<file path="config.mk">
export PLATFORM = sky130hd
export DESIGN_NAME = jpeg_quant_table_scaler_unit
export DESIGN_NICKNAME = d
export VERILOG_FILES = /design/src/rtl/jqts_pkg.sv /design/src/rtl/jqts_ctrl.sv /design/src/rtl/jqts_dp.sv /design/src/rtl/jpeg_quant_table_scaler_unit.sv
export SDC_FILE = /design/constraint.sdc
export NUM_CORES = 1
export LEC_CHECK = 0
export ABC_CLOCK_PERIOD_IN_PS = 7600
export CORE_ASPECT_RATIO = 0.75
export CORE_MARGIN = 8
export CORE_UTILIZATION = 60
export DETAILED_ROUTE_END_ITERATION = 16
export DONT_BUFFER_PORTS = 1
export PLACE_DENSITY = 0.76
export SLEW_MARGIN = 25
export SYNTH_ARGS = -nofsm -noshare
export SYNTH_HDL_FRONTEND = slang
export SYNTH_SLANG_ARGS = --single-unit
</file>
<file path="constraint.sdc">
create_clock -name clk -period 7.6 [get_ports clk]
set_clock_uncertainty 0.05 [all_clocks]
set_input_delay 1.52 -clock clk [delete_from_list [all_inputs] [get_ports clk]]
set_output_delay 1.52 -clock clk [all_outputs]
set_load 0.05 [all_outputs]
</file>
<file path="src/rtl/jqts_pkg.sv">
package jqts_pkg;

	localparam int unsigned N_ENTRIES  = 64;
	localparam int unsigned IDX_W      = $clog2(N_ENTRIES);
	localparam int unsigned STEP_W     = 8;
	localparam int unsigned BASE_W     = 7;
	localparam int unsigned SCALE_W    = 13;
	localparam int unsigned PROD_W     = BASE_W + SCALE_W;
	localparam int unsigned DIVIN_W    = 15;
	localparam int unsigned RECIP_W    = 13;
	localparam int unsigned RECIP_SH   = 19;
	localparam int unsigned MUL_W      = DIVIN_W + RECIP_W;
	localparam int unsigned TDATA_O_W  = 24;

	localparam logic [7:0]         Q_LOW_SPLIT = 8'd50;
	localparam logic [7:0]         Q_MAX       = 8'd99;
	localparam logic [SCALE_W-1:0] SCALE_BASE  = 13'd200;
	localparam logic [PROD_W-1:0]  ROUND_ADD   = 20'd50;
	localparam logic [PROD_W-1:0]  SAT_LIMIT   = 20'd25600;
	localparam logic [RECIP_W-1:0] RECIP_100   = 13'd5243;
	localparam logic [STEP_W-1:0]  STEP_MAX    = 8'd255;
	localparam logic [STEP_W-1:0]  STEP_MIN    = 8'd1;

	localparam logic [SCALE_W-1:0] LOW_Q_SCALE [0:49] = '{
		13'd5000, 13'd5000, 13'd2500, 13'd1666, 13'd1250, 13'd1000, 13'd833, 13'd714,
		13'd625,  13'd555,  13'd500,  13'd454,  13'd416,  13'd384,  13'd357, 13'd333,
		13'd312,  13'd294,  13'd277,  13'd263,  13'd250,  13'd238,  13'd227, 13'd217,
		13'd208,  13'd200,  13'd192,  13'd185,  13'd178,  13'd172,  13'd166, 13'd161,
		13'd156,  13'd151,  13'd147,  13'd142,  13'd138,  13'd135,  13'd131, 13'd128,
		13'd125,  13'd121,  13'd119,  13'd116,  13'd113,  13'd111,  13'd108, 13'd106,
		13'd104,  13'd102
	};

	localparam logic [BASE_W-1:0] LUMA_BASE [0:N_ENTRIES-1] = '{
		7'd16,  7'd11,  7'd10,  7'd16,  7'd24,  7'd40,  7'd51,  7'd61,
		7'd12,  7'd12,  7'd14,  7'd19,  7'd26,  7'd58,  7'd60,  7'd55,
		7'd14,  7'd13,  7'd16,  7'd24,  7'd40,  7'd57,  7'd69,  7'd56,
		7'd14,  7'd17,  7'd22,  7'd29,  7'd51,  7'd87,  7'd80,  7'd62,
		7'd18,  7'd22,  7'd37,  7'd56,  7'd68,  7'd109, 7'd103, 7'd77,
		7'd24,  7'd35,  7'd55,  7'd64,  7'd81,  7'd104, 7'd113, 7'd92,
		7'd49,  7'd64,  7'd78,  7'd87,  7'd103, 7'd121, 7'd120, 7'd101,
		7'd72,  7'd92,  7'd95,  7'd98,  7'd112, 7'd100, 7'd103, 7'd99
	};

	localparam logic [BASE_W-1:0] CHROMA_BASE [0:N_ENTRIES-1] = '{
		7'd17, 7'd18, 7'd24, 7'd47, 7'd99, 7'd99, 7'd99, 7'd99,
		7'd18, 7'd21, 7'd26, 7'd66, 7'd99, 7'd99, 7'd99, 7'd99,
		7'd24, 7'd26, 7'd56, 7'd99, 7'd99, 7'd99, 7'd99, 7'd99,
		7'd47, 7'd66, 7'd99, 7'd99, 7'd99, 7'd99, 7'd99, 7'd99,
		7'd99, 7'd99, 7'd99, 7'd99, 7'd99, 7'd99, 7'd99, 7'd99,
		7'd99, 7'd99, 7'd99, 7'd99, 7'd99, 7'd99, 7'd99, 7'd99,
		7'd99, 7'd99, 7'd99, 7'd99, 7'd99, 7'd99, 7'd99, 7'd99,
		7'd99, 7'd99, 7'd99, 7'd99, 7'd99, 7'd99, 7'd99, 7'd99
	};

	typedef enum logic [1:0] {
		ST_IDLE,
		ST_RUN,
		ST_DRAIN
	} jqts_state_t;

	typedef struct packed {
		logic             load;
		logic             issue;
		logic [IDX_W-1:0] idx;
	} jqts_cmd_t;

	typedef struct packed {
		logic advance;
		logic busy;
	} jqts_sts_t;

	function automatic logic [SCALE_W-1:0] quality_scale(input logic [7:0] raw);
		logic [7:0] factor;
		factor = (raw > Q_MAX) ? Q_MAX : raw;
		if (raw < Q_LOW_SPLIT) begin
			quality_scale = LOW_Q_SCALE[raw[5:0]];
		end else begin
			quality_scale = SCALE_BASE - {4'd0, factor, 1'b0};
		end
	endfunction

	function automatic logic [STEP_W-1:0] finish_step(input logic sat,
			input logic [MUL_W-1:0] mul);
		logic [STEP_W-1:0] q;
		q = mul[RECIP_SH +: STEP_W];
		if (sat) begin
			finish_step = STEP_MAX;
		end else if (q == '0) begin
			finish_step = STEP_MIN;
		end else begin
			finish_step = q;
		end
	endfunction

endpackage

</file>
<file path="src/rtl/jqts_ctrl.sv">
module jqts_ctrl
	import jqts_pkg::*;
(
	input  logic      clk,
	input  logic      arst_n,
	input  logic      s_tvalid,
	output logic      s_tready,
	input  jqts_sts_t sts,
	output jqts_cmd_t cmd
);

	jqts_state_t      state_q, state_d;
	logic [IDX_W-1:0] idx_q, idx_d;

	always_ff @(posedge clk or negedge arst_n) begin
		if (!arst_n) begin
			state_q <= ST_IDLE;
			idx_q   <= '0;
		end else begin
			state_q <= state_d;
			idx_q   <= idx_d;
		end
	end

	always_comb begin
		state_d   = state_q;
		idx_d     = idx_q;
		s_tready  = 1'b0;
		cmd.load  = 1'b0;
		cmd.issue = 1'b0;
		cmd.idx   = idx_q;
		case (state_q)
			ST_IDLE: begin
				s_tready = 1'b1;
				if (s_tvalid) begin
					cmd.load = 1'b1;
					idx_d    = '0;
					state_d  = ST_RUN;
				end
			end
			ST_RUN: begin
				if (sts.advance) begin
					cmd.issue = 1'b1;
					idx_d     = idx_q + 1'b1;
					if (idx_q == IDX_W'(N_ENTRIES - 1)) begin
						state_d = ST_DRAIN;
					end
				end
			end
			ST_DRAIN: begin
				if (!sts.busy) begin
					state_d = ST_IDLE;
				end
			end
			default: begin
				state_d = ST_IDLE;
			end
		endcase
	end

endmodule

</file>
<file path="src/rtl/jqts_dp.sv">
module jqts_dp
	import jqts_pkg::*;
(
	input  logic                 clk,
	input  logic                 arst_n,
	input  logic [7:0]           quality,
	input  jqts_cmd_t            cmd,
	output jqts_sts_t            sts,
	output logic                 m_tvalid,
	input  logic                 m_tready,
	output logic [TDATA_O_W-1:0] m_tdata,
	output logic                 m_tlast
);

	logic [SCALE_W-1:0] scale_q;

	logic               valid_s1, valid_s2, out_valid_q;
	logic [IDX_W-1:0]   idx_s1, idx_s2, out_idx_q;
	logic [PROD_W-1:0]  luma_prod_s1, chroma_prod_s1;
	logic [PROD_W-1:0]  luma_sum, chroma_sum;
	logic [MUL_W-1:0]   luma_mul_s2, chroma_mul_s2;
	logic               luma_sat_s2, chroma_sat_s2;
	logic [STEP_W-1:0]  out_luma_q, out_chroma_q;
	logic               advance;

	assign advance     = !out_valid_q || m_tready;
	assign sts.advance = advance;
	assign sts.busy    = valid_s1 || valid_s2 || out_valid_q;

	assign luma_sum   = luma_prod_s1 + ROUND_ADD;
	assign chroma_sum = chroma_prod_s1 + ROUND_ADD;

	always_ff @(posedge clk) begin
		if (cmd.load) begin
			scale_q <= quality_scale(quality);
		end
		if (advance) begin
			idx_s1         <= cmd.idx;
			luma_prod_s1   <= PROD_W'(LUMA_BASE[cmd.idx]) * PROD_W'(scale_q);
			chroma_prod_s1 <= PROD_W'(CHROMA_BASE[cmd.idx]) * PROD_W'(scale_q);
			idx_s2         <= idx_s1;
			luma_sat_s2    <= luma_sum >= SAT_LIMIT;
			chroma_sat_s2  <= chroma_sum >= SAT_LIMIT;
			luma_mul_s2    <= MUL_W'(luma_sum[DIVIN_W-1:0]) * MUL_W'(RECIP_100);
			chroma_mul_s2  <= MUL_W'(chroma_sum[DIVIN_W-1:0]) * MUL_W'(RECIP_100);
			out_idx_q      <= idx_s2;
			out_luma_q     <= finish_step(luma_sat_s2, luma_mul_s2);
			out_chroma_q   <= finish_step(chroma_sat_s2, chroma_mul_s2);
		end
	end

	always_ff @(posedge clk or negedge arst_n) begin
		if (!arst_n) begin
			valid_s1    <= 1'b0;
			valid_s2    <= 1'b0;
			out_valid_q <= 1'b0;
		end else if (advance) begin
			valid_s1    <= cmd.issue;
			valid_s2    <= valid_s1;
			out_valid_q <= valid_s2;
		end
	end

	assign m_tvalid = out_valid_q;
	assign m_tlast  = out_idx_q == IDX_W'(N_ENTRIES - 1);
	assign m_tdata  = {(TDATA_O_W - IDX_W - 2 * STEP_W)'(0), out_chroma_q, out_luma_q,
		out_idx_q};

endmodule

</file>
<file path="src/rtl/jpeg_quant_table_scaler_unit.sv">
// Output: after a quality transaction the block streams 64 entries, one entry per
// cycle while the sink keeps tready high.
// Requests: a new quality request is accepted only once the controller is back in idle,
// after the 64-entry walk has drained through the three scaling stages (multiply,
// reciprocal divide by 100, saturate).
// Reset: arst_n clears the controller and the pipeline valid flags at once.
module jpeg_quant_table_scaler_unit
	import jqts_pkg::*;
(
	input  logic                 clk,
	input  logic                 arst_n,
	input  logic                 s_tvalid,
	output logic                 s_tready,
	input  logic [7:0]           s_tdata,  // [7:0] quality
	output logic                 m_tvalid,
	input  logic                 m_tready,
	output logic [TDATA_O_W-1:0] m_tdata,  // [5:0] entry_index, [13:6] luma_step,
	                                       // [21:14] chroma_step, [23:22] zero
	output logic                 m_tlast   // last_entry
);

	jqts_cmd_t cmd;
	jqts_sts_t sts;

	jqts_ctrl u_ctrl (
		.clk      (clk),
		.arst_n   (arst_n),
		.s_tvalid (s_tvalid),
		.s_tready (s_tready),
		.sts      (sts),
		.cmd      (cmd)
	);

	jqts_dp u_dp (
		.clk      (clk),
		.arst_n   (arst_n),
		.quality  (s_tdata),
		.cmd      (cmd),
		.sts      (sts),
		.m_tvalid (m_tvalid),
		.m_tready (m_tready),
		.m_tdata  (m_tdata),
		.m_tlast  (m_tlast)
	);

endmodule

</file>
==> results.md <==
* Clock Tree Buf Depth at 2
* Vias per inst at between 5 and 6
* Max Slew Vio Count at 0
* Reg2Reg Depth at 24
* Crit Reg-Reg Endpoint: u_dp.luma_mul_s2[26]
* Final setup vio count at 0
* Kind of critical path: reg2reg
* # rows at 56
* Drt total wl at 38.5 mm
* Die span in y at approximately 170 µm
* Status: complete, no violations
* Post-synth EDFFs at 105
* Skew-Pair Late Insertion Delay at between 0.4 and 0.5 ns
* Initial antenna violation count at 0
* Worst-path clk slew at 0.06 ns
* Syn. warnings at 0
* CTS HTree Levels at 4
* Vias in the first global route at ~14000
* Hold Vio Cnt, Final at 0
* Top FF cell, synth: edfxtp_1
* RSZ-0062 raised after global routing: no
* Nets at 2538
* CTS tree: done
* DR vias at between 10000 and 15000
* F_max at 141 MHz
* Fillers at roughly 2500
* Hold endpoint: u_dp.idx_s2[5]
* Post-Route Setup TNS at 0 ns
* Final GP Congestion at between 0.9 and 1
* Initial Util at 0.610
* Multi-input gate area at 13900 µm²
* Final HPWL DP at ~32 mm
* First-pass detailed-route iteration total at 5
* Post-route minimum period at 7.11 ns
* Layout cells sized above 1 at 0.0463
* Critical Path RT at a little under 8 ns
* Hold path depth at 0
* Met3 GRT Util at 0.0404
* ANT nets after route at 0
* Residual DRC at 0
* CP endpoint kind: register
* Root Driver: clkbuf_16
* Max_slew headroom at 0.342
* All-Layer GR Usage at 0.214
* Seq/Total Area, Yosys at 0.180
* Largest net degree at the start of global routing at 72
* Hold Crit Class: reg2reg
* Met1 Track Usage GR at 0.291
* CTS Buf Count at 17
* Register area at 3430 µm²
* DRT iter0 DRCs at approximately 800
* Synthesized flop and latch total at about 120
* Routed len/inst at 16.1 µm
* # hold bufs at CTS at 0
* Post-Syn Instances at 1994
* Total gr overflow at 0
* # diodes at 0
* Worst hold margin at between 0.3 and 0.4 ns
* Post-CTS Setup Bufs at 0
* Worst flop-to-flop path startpoint: u_dp.luma_prod_s1[2]
* Critical Path Start Type: register
* Max-cap violation count at 0
* Post-synth ARST share at 0.0948
* Cell area after synthesis at 19100 µm²
* Syn_area_per_cell at roughly 9.6 µm²
* Met2 track demand over resource at 0.354
* First-pass GRT wire length at 66.7 mm
* Count of unique library cells instantiated by Yosys at 75
* # port buffers at 0
* DIE AREA at 37800 µm²
* Crit-path max FO at 9
* Register-to-register path setup slack at 0.49 ns
* Final period utilization at 0.935
* Layout area overhead at 5.29%
* Core area at 31300 µm²
* # IOs at 39
* GRT Max-Usage Layer: met2
* Actual slew at the worst max-slew pin at 0.984 ns
* Die width at 222 µm
* Post-CTS sizing at 0
* HP Start: u_dp.idx_s1[5]
* Critical path data arrival time at 7.23 ns
* Sink Count at 116
==> layer usage <==
layer	part of all wire	wire [µm]
met5	0	0
met4	0.013	509
met2	0.47	18000
met3	0.050	1930
met1	0.47	18000
==> worst max-delay path by stage <==
| stage | start | endpoint | slack, ns |
|---|---|---|---|
| 3_5_place_dp | u_dp.luma_prod_s1[2] | u_dp.luma_mul_s2[26] | 0.29 |
| 2_1_floorplan | u_dp.luma_prod_s1[1] | u_dp.luma_mul_s2[26] | 1.03 |
| 6_report | u_dp.luma_prod_s1[2] | u_dp.luma_mul_s2[26] | 0.49 |
| 5_1_grt | u_dp.luma_prod_s1[2] | u_dp.luma_mul_s2[26] | 0.01 |
| 4_1_cts | u_dp.luma_prod_s1[2] | u_dp.luma_mul_s2[26] | 0.26 |
| 3_3_place_gp | u_dp.luma_prod_s1[2] | u_dp.luma_mul_s2[26] | 0.58 |
==> synthesized netlist by cell type, types with 9 or more instances <==
cell / n / share of area
inv_1: 400 / 0.079
ha_1: 312 / 0.20
fa_1: 238 / 0.25
nand2_1: 145 / 0.029
edfxtp_1: 105 / 0.17
and2_1: 101 / 0.033
a21oi_1: 92 / 0.024
nor2_1: 77 / 0.015
xnor2_1: 57 / 0.026
o21ai_0: 56 / 0.015
clkbuf_1: 50 / 0.0098
xor2_1: 36 / 0.017
a21o_1: 25 / 0.0098
nand3_1: 22 / 0.0058
a211oi_1: 21 / 0.0083
nor3_1: 21 / 0.0055
nor2b_1: 19 / 0.0062
or2_2: 18 / 0.0059
nand2b_1: 17 / 0.0056
a31oi_1: 11 / 0.0036
dfrtp_1: 11 / 0.014
nand4_1: 11 / 0.0036
o21a_1: 9 / 0.0035
o21bai_1: 9 / 0.0035
==> final cells by class <==
type,count,share of cell area
Clock buffer,19,0.0216
Clock inverter,12,0.00573
Inverter,402,0.0753
Multi-Input combinational cell,1413,0.692
Sequential cell,116,0.171
Tap cell,406,0.0253
Timing Repair Buffer,26,0.00972
==> cell usage in the layout, fill, tap and decap left out, types with 22 or more instances in the layout <==
cell        n
inv_1     399
ha_1      312
fa_1      238
nand2_1   145
edfxtp_1  105
and2_1    101
a21oi_1    92
nor2_1     77
o21ai_0    56
xnor2_1    56
xor2_1     36
buf_4      26
a21o_1     25
nand3_1    22
==> worst max-delay path: stages, from the launching register on <==
cell,delay [ns]
edfxtp_1,0.55
ha_1,0.26
a21oi_1,0.11
and2_1,0.20
nor3_1,0.48
nand2_1,0.19
xnor2_2,0.36
inv_1,0.21
fa_1,0.52
inv_1,0.04
ha_1,0.29
fa_1,0.41
fa_1,0.51
inv_1,0.05
fa_1,0.54
inv_1,0.05
ha_1,0.32
a21o_1,0.19
a21o_1,0.17
a21o_1,0.18
a2111oi_0,0.38
a21o_1,0.26
o31ai_4,0.11
nor4_1,0.32
nor3_2,0.08
==> stage by stage <==
step | instances | worst slack (ns) | area (µm²) | utilization
finish | 2394 | 0.490 | 20100 | 0.643
global route | 2394 | 0.0104 | 20100 | 0.643
CTS | 2394 | 0.260 | 20100 | 0.642
detailed placement | 2363 | 0.288 | 19500 | 0.625
global placement | 2363 | 0.582 | 19500 | 0.625
floorplan | 1995 | 1.03 | 19100 | -
==> kinds of logic (layout without fill, tap and decap cells) <==
group                      Yosys count  count (layout)  share of synthesized area
adders and majority gates          550             550                      0.455
and+or+nand+nor                    474             474                      0.127
buffers and inverters              466             459                     0.0925
AOI/OAI and AO/OA                  282             282                     0.0955
DFF                                116             116                      0.180
xor gates and xnor gates            94              94                     0.0436
muxes                               11              11                    0.00722
other                                1               2                   0.000197
==> registers in the layout, indices dropped and copies added, names as in the netlist <==
signal,count
u_dp.out_idx_q,6
u_dp.m_tvalid,1
u_dp.chroma_mul_s2,8
u_dp.valid_s2,1
u_dp.scale_q,13
u_dp.chroma_prod_s1,20
u_dp.out_chroma_q,8
u_dp.valid_s1,1
u_ctrl.idx_q,6
u_ctrl.state_q,2
u_dp.luma_sat_s2,1
u_dp.idx_s2,6
u_dp.chroma_sat_s2,1
u_dp.luma_mul_s2,8
u_dp.out_luma_q,8
u_dp.idx_s1,6
u_dp.luma_prod_s1,20
Power is not shown: default switching activity piles up to over one toggle a cycle in this logic, so the estimate is an artifact.
